[src/rtl/sdcs_pkg.sv]
`default_nettype none
// ----------------------------------------------------------------------------
// sdcs_pkg
// Shared types and codes of the SD card command sequencer.
// ----------------------------------------------------------------------------
package sdcs_pkg;

  localparam int unsigned BlockShift = 9;  // 512-byte blocks
  localparam logic [31:0] BlockBytes = 32'd512;

  // event modes
  localparam logic [1:0] ModeStart    = 2'd0;
  localparam logic [1:0] ModeComplete = 2'd1;
  localparam logic [1:0] ModeRead     = 2'd2;

  // expected response kinds
  localparam logic [2:0] RespNone = 3'd0;
  localparam logic [2:0] RespR1   = 3'd1;
  localparam logic [2:0] RespR1b  = 3'd2;
  localparam logic [2:0] RespR2   = 3'd3;
  localparam logic [2:0] RespR3   = 3'd4;
  localparam logic [2:0] RespR6   = 3'd5;
  localparam logic [2:0] RespR7   = 3'd6;

  // status codes
  localparam logic [2:0] StBusy     = 3'd0;
  localparam logic [2:0] StReady    = 3'd1;
  localparam logic [2:0] StInitFail = 3'd2;
  localparam logic [2:0] StReadDone = 3'd3;
  localparam logic [2:0] StReadFail = 3'd4;
  localparam logic [2:0] StRejected = 3'd5;

  // command indexes
  localparam logic [5:0] CmdGoIdle     = 6'd0;
  localparam logic [5:0] CmdAllCid     = 6'd2;
  localparam logic [5:0] CmdRelAddr    = 6'd3;
  localparam logic [5:0] CmdBusWidth   = 6'd6;
  localparam logic [5:0] CmdSelect     = 6'd7;
  localparam logic [5:0] CmdIfCond     = 6'd8;
  localparam logic [5:0] CmdVoltSwitch = 6'd11;
  localparam logic [5:0] CmdBlockLen   = 6'd16;
  localparam logic [5:0] CmdReadSingle = 6'd17;
  localparam logic [5:0] CmdReadMulti  = 6'd18;
  localparam logic [5:0] CmdBlockCount = 6'd23;
  localparam logic [5:0] CmdOpCond     = 6'd41;
  localparam logic [5:0] CmdAppCmd     = 6'd55;

  // configuration register indexes
  localparam logic [1:0] RegEchoPattern = 2'd0;
  localparam logic [1:0] RegRetryLimit  = 2'd1;
  localparam logic [1:0] RegVoltWindow  = 2'd2;
  localparam logic [1:0] RegBusWidth    = 2'd3;

  typedef struct packed {
    logic [7:0]  echo_pattern;
    logic [7:0]  retry_limit;
    logic [15:0] voltage_window;
    logic [1:0]  bus_width_code;
  } cfg_t;

  typedef struct packed {
    logic [1:0]  mode;
    logic        cmd_ok;
    logic [31:0] resp_word;
    logic [31:0] first_block;
    logic [15:0] block_count;
  } item_t;

  typedef struct packed {
    logic        cmd_valid;
    logic [5:0]  cmd_index;
    logic [31:0] cmd_arg;
    logic [2:0]  resp_kind;
    logic [7:0]  delay_ms;
    logic        fast_clock;
    logic [15:0] data_blocks;
    logic [2:0]  status;
    logic        high_capacity;
  } result_t;

endpackage
`default_nettype wire

[src/rtl/sdcs_cfg_regs.sv]
`default_nettype none
// ----------------------------------------------------------------------------
// sdcs_cfg_regs
// APB configuration registers of the SD card command sequencer.
// ----------------------------------------------------------------------------
module sdcs_cfg_regs (
  input  wire logic               clk_i,
  input  wire logic               rst_ni,
  input  wire logic               psel_i,
  input  wire logic               penable_i,
  input  wire logic               pwrite_i,
  input  wire logic [3:0]         paddr_i,
  input  wire logic [31:0]        pwdata_i,
  output logic      [31:0]        prdata_o,
  output sdcs_pkg::cfg_t          cfg_o
);
  import sdcs_pkg::*;

  cfg_t       cfg_q, cfg_d;
  logic       wr_en;
  logic [1:0] reg_sel;

  assign wr_en   = psel_i & penable_i & pwrite_i;
  assign reg_sel = paddr_i[3:2];

  always_comb begin
    cfg_d = cfg_q;
    if (wr_en) begin
      unique case (reg_sel)
        RegEchoPattern: cfg_d.echo_pattern   = pwdata_i[7:0];
        RegRetryLimit:  cfg_d.retry_limit    = pwdata_i[7:0];
        RegVoltWindow:  cfg_d.voltage_window = pwdata_i[15:0];
        RegBusWidth:    cfg_d.bus_width_code = pwdata_i[1:0];
        default:        cfg_d = cfg_q;
      endcase
    end
  end

  always_ff @(posedge clk_i or negedge rst_ni) begin
    if (!rst_ni) begin
      cfg_q.echo_pattern   <= 8'hAA;
      cfg_q.retry_limit    <= 8'd50;
      cfg_q.voltage_window <= 16'hFF80;
      cfg_q.bus_width_code <= 2'd2;
    end else begin
      cfg_q <= cfg_d;
    end
  end

  always_comb begin
    unique case (reg_sel)
      RegEchoPattern: prdata_o = {24'd0, cfg_q.echo_pattern};
      RegRetryLimit:  prdata_o = {24'd0, cfg_q.retry_limit};
      RegVoltWindow:  prdata_o = {16'd0, cfg_q.voltage_window};
      RegBusWidth:    prdata_o = {30'd0, cfg_q.bus_width_code};
      default:        prdata_o = 32'd0;
    endcase
  end

  assign cfg_o = cfg_q;

endmodule
`default_nettype wire

[src/rtl/sdcs_engine.sv]
`default_nettype none
// ----------------------------------------------------------------------------
// sdcs_engine
// Sequencer state and next-command logic; one event per enabled cycle.
// ----------------------------------------------------------------------------
module sdcs_engine (
  input  wire logic           clk_i,
  input  wire logic           rst_ni,
  input  wire logic           en_i,
  input  sdcs_pkg::item_t     item_i,
  input  sdcs_pkg::cfg_t      cfg_i,
  output sdcs_pkg::result_t   res_o
);
  import sdcs_pkg::*;

  localparam logic [4:0] PhIdle   = 5'd0;
  localparam logic [4:0] PhCmd0   = 5'd1;
  localparam logic [4:0] PhCmd8   = 5'd2;
  localparam logic [4:0] PhPoll55 = 5'd3;
  localparam logic [4:0] PhAcmd41 = 5'd4;
  localparam logic [4:0] PhCmd11  = 5'd5;
  localparam logic [4:0] PhCmd2   = 5'd6;
  localparam logic [4:0] PhCmd3   = 5'd7;
  localparam logic [4:0] PhCmd7   = 5'd8;
  localparam logic [4:0] PhApp55  = 5'd9;
  localparam logic [4:0] PhAcmd6  = 5'd10;
  localparam logic [4:0] PhCmd16  = 5'd11;
  localparam logic [4:0] PhReady  = 5'd12;
  localparam logic [4:0] PhFailed = 5'd13;
  localparam logic [4:0] PhRd23   = 5'd14;
  localparam logic [4:0] PhRd18   = 5'd15;
  localparam logic [4:0] PhRd17   = 5'd16;

  localparam logic [7:0] DelayReset = 8'd100;
  localparam logic [7:0] DelayPoll  = 8'd200;

  logic [4:0]  phase_q, phase_d;
  logic [7:0]  attempts_q, attempts_d;
  logic [15:0] card_addr_q, card_addr_d;
  logic        sdhc_q, sdhc_d;
  logic        multi_q, multi_d;
  logic [31:0] next_block_q, next_block_d;
  logic [15:0] blocks_left_q, blocks_left_d;

  logic [7:0]  b0, b1, b2, b3;
  logic [7:0]  att_inc;
  logic [31:0] blk_inc;
  logic [15:0] left_dec;
  result_t     res;

  function automatic result_t issue(input logic [5:0] idx, input logic [31:0] arg,
                                    input logic [2:0] kind, input logic [7:0] dly,
                                    input logic fast, input logic [15:0] blocks);
    result_t r;
    r             = '0;
    r.cmd_valid   = 1'b1;
    r.cmd_index   = idx;
    r.cmd_arg     = arg;
    r.resp_kind   = kind;
    r.delay_ms    = dly;
    r.fast_clock  = fast;
    r.data_blocks = blocks;
    r.status      = StBusy;
    return r;
  endfunction

  function automatic logic [31:0] addr_of(input logic hc, input logic [31:0] blk);
    return hc ? blk : (blk << BlockShift);
  endfunction

  assign b0       = item_i.resp_word[7:0];
  assign b1       = item_i.resp_word[15:8];
  assign b2       = item_i.resp_word[23:16];
  assign b3       = item_i.resp_word[31:24];
  assign att_inc  = attempts_q + 8'd1;
  assign blk_inc  = next_block_q + 32'd1;
  assign left_dec = blocks_left_q - 16'd1;

  always_comb begin
    phase_d       = phase_q;
    attempts_d    = attempts_q;
    card_addr_d   = card_addr_q;
    sdhc_d        = sdhc_q;
    multi_d       = multi_q;
    next_block_d  = next_block_q;
    blocks_left_d = blocks_left_q;
    res           = '0;

    priority if (item_i.mode == ModeStart) begin
      card_addr_d = 16'd0;
      sdhc_d      = 1'b0;
      multi_d     = 1'b0;
      attempts_d  = 8'd0;
      phase_d     = PhCmd0;
      res         = issue(CmdGoIdle, 32'd0, RespNone, DelayReset, 1'b0, 16'd0);
    end else if (item_i.mode == ModeComplete) begin
      unique case (phase_q)
        PhCmd0: begin
          if (!item_i.cmd_ok) begin
            phase_d = PhFailed; res.status = StInitFail;
          end else begin
            phase_d = PhCmd8;
            res = issue(CmdIfCond, {23'd0, 1'b1, cfg_i.echo_pattern}, RespR7,
                        8'd0, 1'b0, 16'd0);
          end
        end
        PhCmd8: begin
          if (!item_i.cmd_ok || b1 != 8'd1 || b0 != cfg_i.echo_pattern) begin
            phase_d = PhFailed; res.status = StInitFail;
          end else begin
            attempts_d = 8'd0;
            phase_d    = PhPoll55;
            res = issue(CmdAppCmd, {card_addr_q, 16'd0}, RespR1, 8'd0, 1'b0, 16'd0);
          end
        end
        PhPoll55, PhAcmd41: begin
          priority if (!item_i.cmd_ok || (phase_q == PhAcmd41 && b2 == 8'hFF
                                          && b1[7] && !b3[7])) begin
            attempts_d = att_inc;
            if (att_inc >= cfg_i.retry_limit || att_inc == 8'd0) begin
              phase_d = PhFailed; res.status = StInitFail;
            end else begin
              phase_d = PhPoll55;
              res = issue(CmdAppCmd, {card_addr_q, 16'd0}, RespR1, DelayPoll,
                          1'b0, 16'd0);
            end
          end else if (phase_q == PhPoll55) begin
            phase_d = PhAcmd41;
            res = issue(CmdOpCond, {2'b01, 14'd0, cfg_i.voltage_window}, RespR3,
                        8'd0, 1'b0, 16'd0);
          end else if (!b1[7] || b2 != 8'hFF) begin
            phase_d = PhFailed; res.status = StInitFail;
          end else begin
            sdhc_d = b3[6];
            if (b3[0]) begin
              phase_d = PhCmd11;
              res = issue(CmdVoltSwitch, 32'd0, RespR1, 8'd0, 1'b0, 16'd0);
            end else begin
              phase_d = PhCmd2;
              res = issue(CmdAllCid, 32'd0, RespR2, 8'd0, 1'b0, 16'd0);
            end
          end
        end
        PhCmd11, PhCmd2, PhCmd3, PhCmd7, PhApp55, PhAcmd6, PhCmd16: begin
          if (!item_i.cmd_ok) begin
            phase_d = PhFailed; res.status = StInitFail;
          end else begin
            unique case (phase_q)
              PhCmd11: begin
                phase_d = PhCmd2;
                res = issue(CmdAllCid, 32'd0, RespR2, 8'd0, 1'b0, 16'd0);
              end
              PhCmd2: begin
                phase_d = PhCmd3;
                res = issue(CmdRelAddr, 32'd0, RespR6, 8'd0, 1'b0, 16'd0);
              end
              PhCmd3: begin
                card_addr_d = item_i.resp_word[31:16];
                phase_d     = PhCmd7;
                res = issue(CmdSelect, {item_i.resp_word[31:16], 16'd0}, RespR1b,
                            8'd0, 1'b1, 16'd0);
              end
              PhCmd7: begin
                phase_d = PhApp55;
                res = issue(CmdAppCmd, {card_addr_q, 16'd0}, RespR1, DelayPoll,
                            1'b0, 16'd0);
              end
              PhApp55: begin
                phase_d = PhAcmd6;
                res = issue(CmdBusWidth, {30'd0, cfg_i.bus_width_code}, RespR1,
                            8'd0, 1'b0, 16'd0);
              end
              PhAcmd6: begin
                if (!sdhc_q) begin
                  phase_d = PhCmd16;
                  res = issue(CmdBlockLen, BlockBytes, RespR1, 8'd0, 1'b0, 16'd0);
                end else begin
                  multi_d = 1'b1; phase_d = PhReady; res.status = StReady;
                end
              end
              default: begin
                multi_d = 1'b1; phase_d = PhReady; res.status = StReady;
              end
            endcase
          end
        end
        PhRd23: begin
          if (!item_i.cmd_ok) begin
            multi_d = 1'b0;
            phase_d = PhRd17;
            res = issue(CmdReadSingle, addr_of(sdhc_q, next_block_q), RespR1,
                        8'd0, 1'b0, 16'd1);
          end else begin
            phase_d = PhRd18;
            res = issue(CmdReadMulti, addr_of(sdhc_q, next_block_q), RespR1,
                        8'd0, 1'b0, blocks_left_q);
          end
        end
        PhRd18: begin
          phase_d    = PhReady;
          res.status = item_i.cmd_ok ? StReadDone : StReadFail;
        end
        PhRd17: begin
          if (!item_i.cmd_ok) begin
            phase_d = PhReady; res.status = StReadFail;
          end else begin
            next_block_d  = blk_inc;
            blocks_left_d = left_dec;
            if (left_dec == 16'd0) begin
              phase_d = PhReady; res.status = StReadDone;
            end else begin
              res = issue(CmdReadSingle, addr_of(sdhc_q, blk_inc), RespR1,
                          8'd0, 1'b0, 16'd1);
            end
          end
        end
        default: res.status = StRejected;
      endcase
    end else if (item_i.mode == ModeRead && phase_q == PhReady
                 && item_i.block_count != 16'd0) begin
      next_block_d  = item_i.first_block;
      blocks_left_d = item_i.block_count;
      if (item_i.block_count == 16'd1 || !multi_q) begin
        phase_d = PhRd17;
        res = issue(CmdReadSingle, addr_of(sdhc_q, item_i.first_block), RespR1,
                    8'd0, 1'b0, 16'd1);
      end else begin
        phase_d = PhRd23;
        res = issue(CmdBlockCount, {16'd0, item_i.block_count}, RespR1,
                    8'd0, 1'b0, 16'd0);
      end
    end else begin
      res.status = StRejected;
    end

    res.high_capacity = sdhc_d;
  end

  always_ff @(posedge clk_i or negedge rst_ni) begin
    if (!rst_ni) begin
      phase_q       <= PhIdle;
      attempts_q    <= 8'd0;
      card_addr_q   <= 16'd0;
      sdhc_q        <= 1'b0;
      multi_q       <= 1'b0;
      next_block_q  <= 32'd0;
      blocks_left_q <= 16'd0;
    end else if (en_i) begin
      phase_q       <= phase_d;
      attempts_q    <= attempts_d;
      card_addr_q   <= card_addr_d;
      sdhc_q        <= sdhc_d;
      multi_q       <= multi_d;
      next_block_q  <= next_block_d;
      blocks_left_q <= blocks_left_d;
    end
  end

  assign res_o = res;

  a_start_enters_cmd0: assert property (@(posedge clk_i) disable iff (!rst_ni)
    en_i && item_i.mode == ModeStart |=> phase_q == PhCmd0)
    else $error("start event did not enter CMD0 phase");

  a_fail_parks: assert property (@(posedge clk_i) disable iff (!rst_ni)
    en_i && res.status == StInitFail |=> phase_q == PhFailed)
    else $error("init failure did not park the sequencer");

  a_cmd_busy: assert property (@(posedge clk_i) disable iff (!rst_ni)
    en_i && res.cmd_valid |-> res.status == StBusy)
    else $error("command issued with a final status");

  a_single_advance: assert property (@(posedge clk_i) disable iff (!rst_ni)
    en_i && phase_q == PhRd17 && item_i.mode == ModeComplete && item_i.cmd_ok
    |=> next_block_q == $past(next_block_q) + 32'd1)
    else $error("single-block read did not advance block number");

endmodule
`default_nettype wire

[src/rtl/sd_card_command_sequencer.sv]
`default_nettype none
// ----------------------------------------------------------------------------
// sd_card_command_sequencer
// Host-side SD card initialization and block-read command sequencer.
// ----------------------------------------------------------------------------
// Events enter on the s_axis channel: tuser carries the mode (start, command
// completed, read request), tdata the completion flag, the short response and
// the read request. Every event yields exactly one result transfer on the
// m_axis channel: the command to issue now (if any) with its argument,
// expected response kind, pre-issue delay, fast-clock flag and data block
// count, plus a status code and the high-capacity flag.
// An event accepted on s_axis is loaded into the input register; the result
// register is then written from the next-command logic once it is empty or
// m_axis_tready is high. One event per cycle is sustained while the receiver
// holds m_axis_tready high; the state update is a single combinational pass.
// Reset clears the sequencer to idle, not initialized, and loads the
// configuration registers with their defaults. A receiver stall holds the
// result register; s_axis_tready drops once the input register is also full.
// User must write configuration registers over APB only while idle; unchecked.
// ----------------------------------------------------------------------------
module sd_card_command_sequencer (
  input  wire logic        clk_i,
  input  wire logic        rst_ni,
  // tdata: cmd_ok[0], resp_word[32:1], first_block[64:33], block_count[80:65]
  input  wire logic [87:0] s_axis_tdata,
  // tuser: mode[1:0]
  input  wire logic [1:0]  s_axis_tuser,
  input  wire logic        s_axis_tvalid,
  output logic             s_axis_tready,
  // tdata: cmd_valid[0], cmd_index[6:1], cmd_arg[38:7], resp_kind[41:39],
  //        delay_ms[49:42], fast_clock[50], data_blocks[66:51],
  //        status[69:67], high_capacity[70]
  output logic [71:0]      m_axis_tdata,
  output logic             m_axis_tvalid,
  input  wire logic        m_axis_tready,
  input  wire logic        psel,
  input  wire logic        penable,
  input  wire logic        pwrite,
  input  wire logic [3:0]  paddr,
  input  wire logic [31:0] pwdata,
  output logic [31:0]      prdata,
  output logic             pready
);
  import sdcs_pkg::*;

  item_t   in_q, in_d;
  logic    in_valid_q, in_valid_d;
  result_t out_q, res;
  logic    out_valid_q, out_valid_d;
  logic    advance;
  logic    s_xfer;
  cfg_t    cfg;

  assign advance       = in_valid_q & (~out_valid_q | m_axis_tready);
  assign s_axis_tready = ~in_valid_q | advance;
  assign s_xfer        = s_axis_tvalid & s_axis_tready;

  always_comb begin
    in_d.mode        = s_axis_tuser;
    in_d.cmd_ok      = s_axis_tdata[0];
    in_d.resp_word   = s_axis_tdata[32:1];
    in_d.first_block = s_axis_tdata[64:33];
    in_d.block_count = s_axis_tdata[80:65];
  end

  always_comb begin
    in_valid_d = in_valid_q;
    if (s_xfer) begin
      in_valid_d = 1'b1;
    end else if (advance) begin
      in_valid_d = 1'b0;
    end
    out_valid_d = out_valid_q;
    if (advance) begin
      out_valid_d = 1'b1;
    end else if (m_axis_tready) begin
      out_valid_d = 1'b0;
    end
  end

  always_ff @(posedge clk_i or negedge rst_ni) begin
    if (!rst_ni) begin
      in_valid_q  <= 1'b0;
      out_valid_q <= 1'b0;
    end else begin
      in_valid_q  <= in_valid_d;
      out_valid_q <= out_valid_d;
    end
  end

  always_ff @(posedge clk_i) begin
    if (s_xfer) begin
      in_q <= in_d;
    end
    if (advance) begin
      out_q <= res;
    end
  end

  sdcs_cfg_regs u_cfg (
    .clk_i     (clk_i),
    .rst_ni    (rst_ni),
    .psel_i    (psel),
    .penable_i (penable),
    .pwrite_i  (pwrite),
    .paddr_i   (paddr),
    .pwdata_i  (pwdata),
    .prdata_o  (prdata),
    .cfg_o     (cfg)
  );

  sdcs_engine u_engine (
    .clk_i  (clk_i),
    .rst_ni (rst_ni),
    .en_i   (advance),
    .item_i (in_q),
    .cfg_i  (cfg),
    .res_o  (res)
  );

  assign pready        = 1'b1;
  assign m_axis_tvalid = out_valid_q;
  assign m_axis_tdata  = {1'b0, out_q.high_capacity, out_q.status, out_q.data_blocks,
                          out_q.fast_clock, out_q.delay_ms, out_q.resp_kind,
                          out_q.cmd_arg, out_q.cmd_index, out_q.cmd_valid};

endmodule
`default_nettype wire
[config.mk]
export PLATFORM = sky130hd
export DESIGN_NAME = sd_card_command_sequencer
export DESIGN_NICKNAME = d
export VERILOG_FILES = /design/src/rtl/sdcs_pkg.sv /design/src/rtl/sdcs_cfg_regs.sv /design/src/rtl/sdcs_engine.sv /design/src/rtl/sd_card_command_sequencer.sv
export SDC_FILE = /design/constraint.sdc
export NUM_CORES = 1
export LEC_CHECK = 0
export ABC_AREA = 1
export ABC_CLOCK_PERIOD_IN_PS = 2780
export CELL_PAD_IN_SITES_DETAIL_PLACEMENT = 2
export CELL_PAD_IN_SITES_GLOBAL_PLACEMENT = 2
export CORE_UTILIZATION = 34
export CTS_CLUSTER_DIAMETER = 120
export DETAILED_ROUTE_END_ITERATION = 16
export DONT_BUFFER_PORTS = 1
export PLACE_DENSITY_LB_ADDON = 0.08
export SLEW_MARGIN = 20
export SYNTH_ARGS = -nofsm -noshare
export SYNTH_HDL_FRONTEND = slang
export SYNTH_SLANG_ARGS = --single-unit
[constraint.sdc]
create_clock -name clk_i -period 2.78 [get_ports clk_i]
set_input_delay 0.556 -clock clk_i [delete_from_list [all_inputs] [get_ports clk_i]]
set_output_delay 0.556 -clock clk_i [all_outputs]
set_load 0.005 [all_outputs]
==> metrics.txt <==
# TYPE chip_impl_metric gauge
chip_impl_info{name="outcome",value="finished with violations"} 1
chip_impl_info{name="violations",value="negative hold slack"} 1
chip_impl_metric{name="route.vias.total",unit=""} 14200
chip_impl_metric{name="period_needed",unit="ns"} 2.63
chip_impl_metric{name="start_util",unit="%"} 34.6
chip_impl_metric{name="rows",unit=""} 77
chip_impl_metric{name="final_design_area_no_fill",unit="µm²"} 17400
chip_impl_metric{name="synth_seq_area_share",unit="%"} 48.1
chip_impl_metric{name="power_per_cell_area",unit="nW/µm²"} 853
chip_impl_metric{name="share_of_the_clock_period_used_by_the_worst_path",unit="%"} 94.8
chip_impl_metric{name="layout-drive-gt1-share",unit="%"} 11.1
chip_impl_metric{name="clk_transition_reported_paths",unit="ns"} 0.06
chip_impl_info{name="yosys.cell_count.top_type",value="sky130_fd_sc_hd__nand2_1"} 1
chip_impl_info{name="critical_path.startpoint_type",value="flip-flop"} 1
chip_impl_metric{name="first_global_vias",unit=""} 15400
chip_impl_metric{name="postLayoutSetupSlackWorst",unit="ns"} 0.146
chip_impl_metric{name="max_freq",unit="GHz"} 0.380
chip_impl_info{name="synthDominantAreaCellType",value="sky130_fd_sc_hd__edfxtp_1"} 1
chip_impl_metric{name="ctsLongestPathBuffers",unit=""} 3
chip_impl_info{name="post_synth_most_frequent_cells",value="sky130_fd_sc_hd__nand2_1 (523), sky130_fd_sc_hd__inv_1 (204), sky130_fd_sc_hd__nand3_1 (169), sky130_fd_sc_hd__o21ai_0 (156), sky130_fd_sc_hd__nor2_1 (150)"} 1
chip_impl_metric{name="synthesis.instances",unit=""} 1951
chip_impl_metric{name="netlist_area",unit="µm²"} 15300
chip_impl_info{name="crit_top_cell",value="sky130_fd_sc_hd__nand2_1"} 1
chip_impl_metric{name="synthesis.yosys.warnings",unit=""} 0
chip_impl_info{name="ys_dominant_reg_cell",value="sky130_fd_sc_hd__edfxtp_1"} 1
chip_impl_metric{name="groute.usage.overall",unit="%"} 28.5
chip_impl_metric{name="ant_nets",unit=""} 0
chip_impl_metric{name="routedWlPerCell",unit="µm"} 25.3
chip_impl_metric{name="drt_iter0_drc",unit=""} 977
chip_impl_metric{name="io_buffer_count",unit=""} 0
chip_impl_info{name="tritoncts",value="done"} 1
chip_impl_info{name="setup.worst_path.end_class",value="flip-flop"} 1
chip_impl_metric{name="timing.final.max_slew_violations",unit=""} 0
chip_impl_info{name="clk_root_buffer_cell",value="sky130_fd_sc_hd__clkbuf_16"} 1
chip_impl_info{name="yosys-top-cells-area",value="sky130_fd_sc_hd__edfxtp_1 (29%), sky130_fd_sc_hd__dfrtp_1 (16%), sky130_fd_sc_hd__nand2_1 (13%), sky130_fd_sc_hd__nand3_1 (5.5%), sky130_fd_sc_hd__o21ai_0 (5.1%)"} 1
chip_impl_metric{name="antenna_found_initial",unit=""} 3
chip_impl_metric{name="synth_enable_flop_cells",unit=""} 149
chip_impl_info{name="timing_worst_setup_path_type",value="flip-flop to flip-flop"} 1
chip_impl_metric{name="cpPeakStageDelay",unit="ns"} 0.41
chip_impl_metric{name="die_h",unit="µm"} 214
chip_impl_metric{name="grt_remaining_overflow",unit=""} 0
chip_impl_metric{name="worst_slew_pin_slew",unit="ns"} 0.861
chip_impl_metric{name="remaining_drc_errors",unit=""} 0
chip_impl_metric{name="first_pass_iters",unit=""} 5
chip_impl_metric{name="htree_num_levels",unit=""} 1
chip_impl_info{name="standard_cell_with_the_maximum_stage_delay_on_the_critical_path",value="sky130_fd_sc_hd__dfrtp_1"} 1
chip_impl_metric{name="finalWeightedCongestion",unit=""} 0.872
chip_impl_metric{name="synth_top_area_share",unit="%"} 29.2
chip_impl_metric{name="chipWidth",unit="µm"} 214
chip_impl_metric{name="final_clock_skew",unit="ns"} 0.0214
chip_impl_metric{name="maximum_number_of_pins_on_one_net_before_global_route_repair",unit=""} 116
chip_impl_metric{name="clock_sink_count",unit=""} 264
chip_impl_metric{name="area_growth_syn_to_layout",unit="%"} 13.7
chip_impl_metric{name="cap_violations",unit=""} 0
chip_impl_metric{name="net_count_final",unit=""} 2129
chip_impl_metric{name="inserted_clock_buffers",unit=""} 31
chip_impl_metric{name="synth_area_per_inst",unit="µm²"} 7.86
chip_impl_metric{name="path_max_fanout",unit=""} 4
chip_impl_metric{name="relSlewSlack",unit="%"} 42.6
chip_impl_metric{name="async_reset_ff_share",unit="%"} 43.6
chip_impl_metric{name="drt-total-wl",unit="µm"} 65800
chip_impl_info{name="type_of_the_worst_min_delay_path",value="input port to async pin"} 1
chip_impl_metric{name="ir_worst_vdd",unit="µV"} 456
chip_impl_metric{name="timing.setup.tns",unit="ns"} 0
chip_impl_metric{name="placement.cell_area",unit="µm²"} 16300
chip_impl_metric{name="worst_hold_slack",unit="ns"} -0.342
chip_impl_metric{name="final-hold-violation-count",unit=""} 115
chip_impl_metric{name="grt_pass1_wl",unit="µm"} 98700
chip_impl_metric{name="critical_path_arrival",unit="ns"} 2.97
chip_impl_metric{name="place_worst_setup_slack",unit="ns"} 0.102
chip_impl_metric{name="hpwl",unit="µm"} 49600
chip_impl_metric{name="worst_ep_required_time",unit="ns"} 3.12
chip_impl_metric{name="netlist-cell-type-count",unit=""} 55
chip_impl_metric{name="postSynthRegisterBits",unit=""} 264
chip_impl_metric{name="total_leakage_power",unit="nW"} 7.44
chip_impl_info{name="crit_path_cell_trace",value="inv_1 > nor3_1 > nand2_1 > nor3_1 > nand2_1 > nand3_1 > o21ai_0 > nand3_1 > nand3_1 > nand2_1 > nand2_1"} 1
chip_impl_metric{name="dieArea",unit="µm²"} 45900
chip_impl_metric{name="timing.final.setup_violations",unit=""} 0
chip_impl_metric{name="post_layout_nonfiller_instances",unit=""} 2602
chip_impl_metric{name="clk_latency",unit="ns"} 0.60
chip_impl_metric{name="placeableCoreArea",unit="µm²"} 44300
chip_impl_metric{name="top_level_ports",unit=""} 240
chip_impl_metric{name="routed_via_density",unit=""} 5.45
chip_impl_metric{name="dp.cells",unit=""} 2543
==> cells in the final DEF, fill, tap and decap left out, drive strengths merged, types with 4 or more instances in the layout <==
cell type	n
buf	82
or2	5
nand2	526
o2111ai	18
clkinv	13
xnor2	5
bufinv	5
o31ai	5
a21oi	82
nor2	174
edfxtp	149
o21ai	203
o211ai	20
ha	12
nand4	15
dfrtp	98
clkbuf	40
nor4	4
conb	21
nand3	176
inv	219
nor3	43
nand3b	6
dfstp	17
o22ai	26
and3	4
xor2	19
==> path summary, 6_finish.rpt <==
kind / cells past startpoint / startpoint / to / slack, ns
min in group clk_i: 0 / s_axis_tdata[7] / in_q[54]$_DFFE_PP_ / 0.05
min reg2reg: 2 / u_cfg.cfg_o[4]$_DFFE_PN0P_ / u_cfg.cfg_o[4]$_DFFE_PN0P_ / 0.49
max in group asynchronous: 0 / rst_ni / u_cfg.cfg_o[19]$_DFFE_PN1P_ / 2.79
max reg2reg: 11 / u_engine.next_block_q[2]$_DFFE_PN0P_ / m_axis_tdata[28]$_SDFFCE_PP0P_ / 0.15
min: 0 / rst_ni / u_engine.next_block_q[5]$_DFFE_PN0P_ / -0.34
max: 11 / u_engine.next_block_q[2]$_DFFE_PN0P_ / m_axis_tdata[28]$_SDFFCE_PP0P_ / 0.15
==> power by group <==
| part | switching (W) | internal [W] | total [W] | leakage [nW] |
|---|---|---|---|---|
| registers | 0.000844 | 0.00501 | 0.00586 | 2.86 |
| clock network | 0.00179 | 0.00256 | 0.00435 | 0.517 |
| logic | 0.00325 | 0.00141 | 0.00466 | 4.06 |
| total | 0.00588 | 0.00899 | 0.0149 | 7.44 |
==> area by class of cell <==
type                    count  area (µm²)
inverters                 222         841
repair buffers             82         707
clock buffers              40         830
clock inverters            18         225
diodes                      1        2.50
multi-input cells        1383        6720
flip-flops and latches    264        7380
well taps                 592         741
fillers                  5145       26900
==> critical path: cells and delay by family, from the launching register on <==
| kind | cells | cell delay (ns) |
|---|---|---|
| buffers and inverters | 1 | 0.16 |
| AO/OA/AOI/OAI | 1 | 0.19 |
| AND/OR/NAND/NOR | 9 | 1.62 |
| flip-flops | 1 | 0.41 |
==> registers in the layout, indices dropped and copies added, names as in the netlist <==
signal and cells:
in_q 83, m_axis_tdata 66, u_cfg.cfg_o 34, u_engine.next_block_q 32
u_engine.blocks_left_q 16, u_engine.card_addr_q 16, u_engine.attempts_q 8, u_engine.phase_q 5
in_valid_q 1, m_axis_tvalid 1, u_engine.multi_q 1, u_engine.sdhc_q 1
==> kinds of logic (layout without fill, tap and decap cells) <==
group           Yosys count  after routing  share of synthesized area, %
other cells               2             22                        0.0490
xor+xnor                 24             24                          1.42
fa+ha+maj                12             12                         0.979
simple gates            958            958                          27.0
flops                   264            264                          48.1
buf+inv                 323            362                          8.85
compound gates          368            368                          13.6
==> what timing repair did <==
action	CTS	global route
endpoints found under the hold margin	115	115
buffers inserted	0	0
endpoints found under the setup margin	0	31
resized for setup	0	10
==> layer usage <==
layer  global-route usage [%]  vias up  wire length (µm)
met5                        0        -                13
met1                     37.6     7235             28800
met2                     48.9      287             32300
met3                     3.09       99              2500
met4                     8.83        2              2190
li1                         -     6557                 -
==> metrics by stage <==
| stage | total power [W] | util, % |
|---|---|---|
| after floorplan | 0.00851 | - |
| after global placement | 0.0104 | 36.9 |
| after detailed placement | 0.0105 | 36.9 |
| after CTS | 0.0150 | 39.3 |
| after global routing | 0.0157 | 39.3 |
| final | 0.0149 | 39.3 |
(Power assumes the default switching activity.)
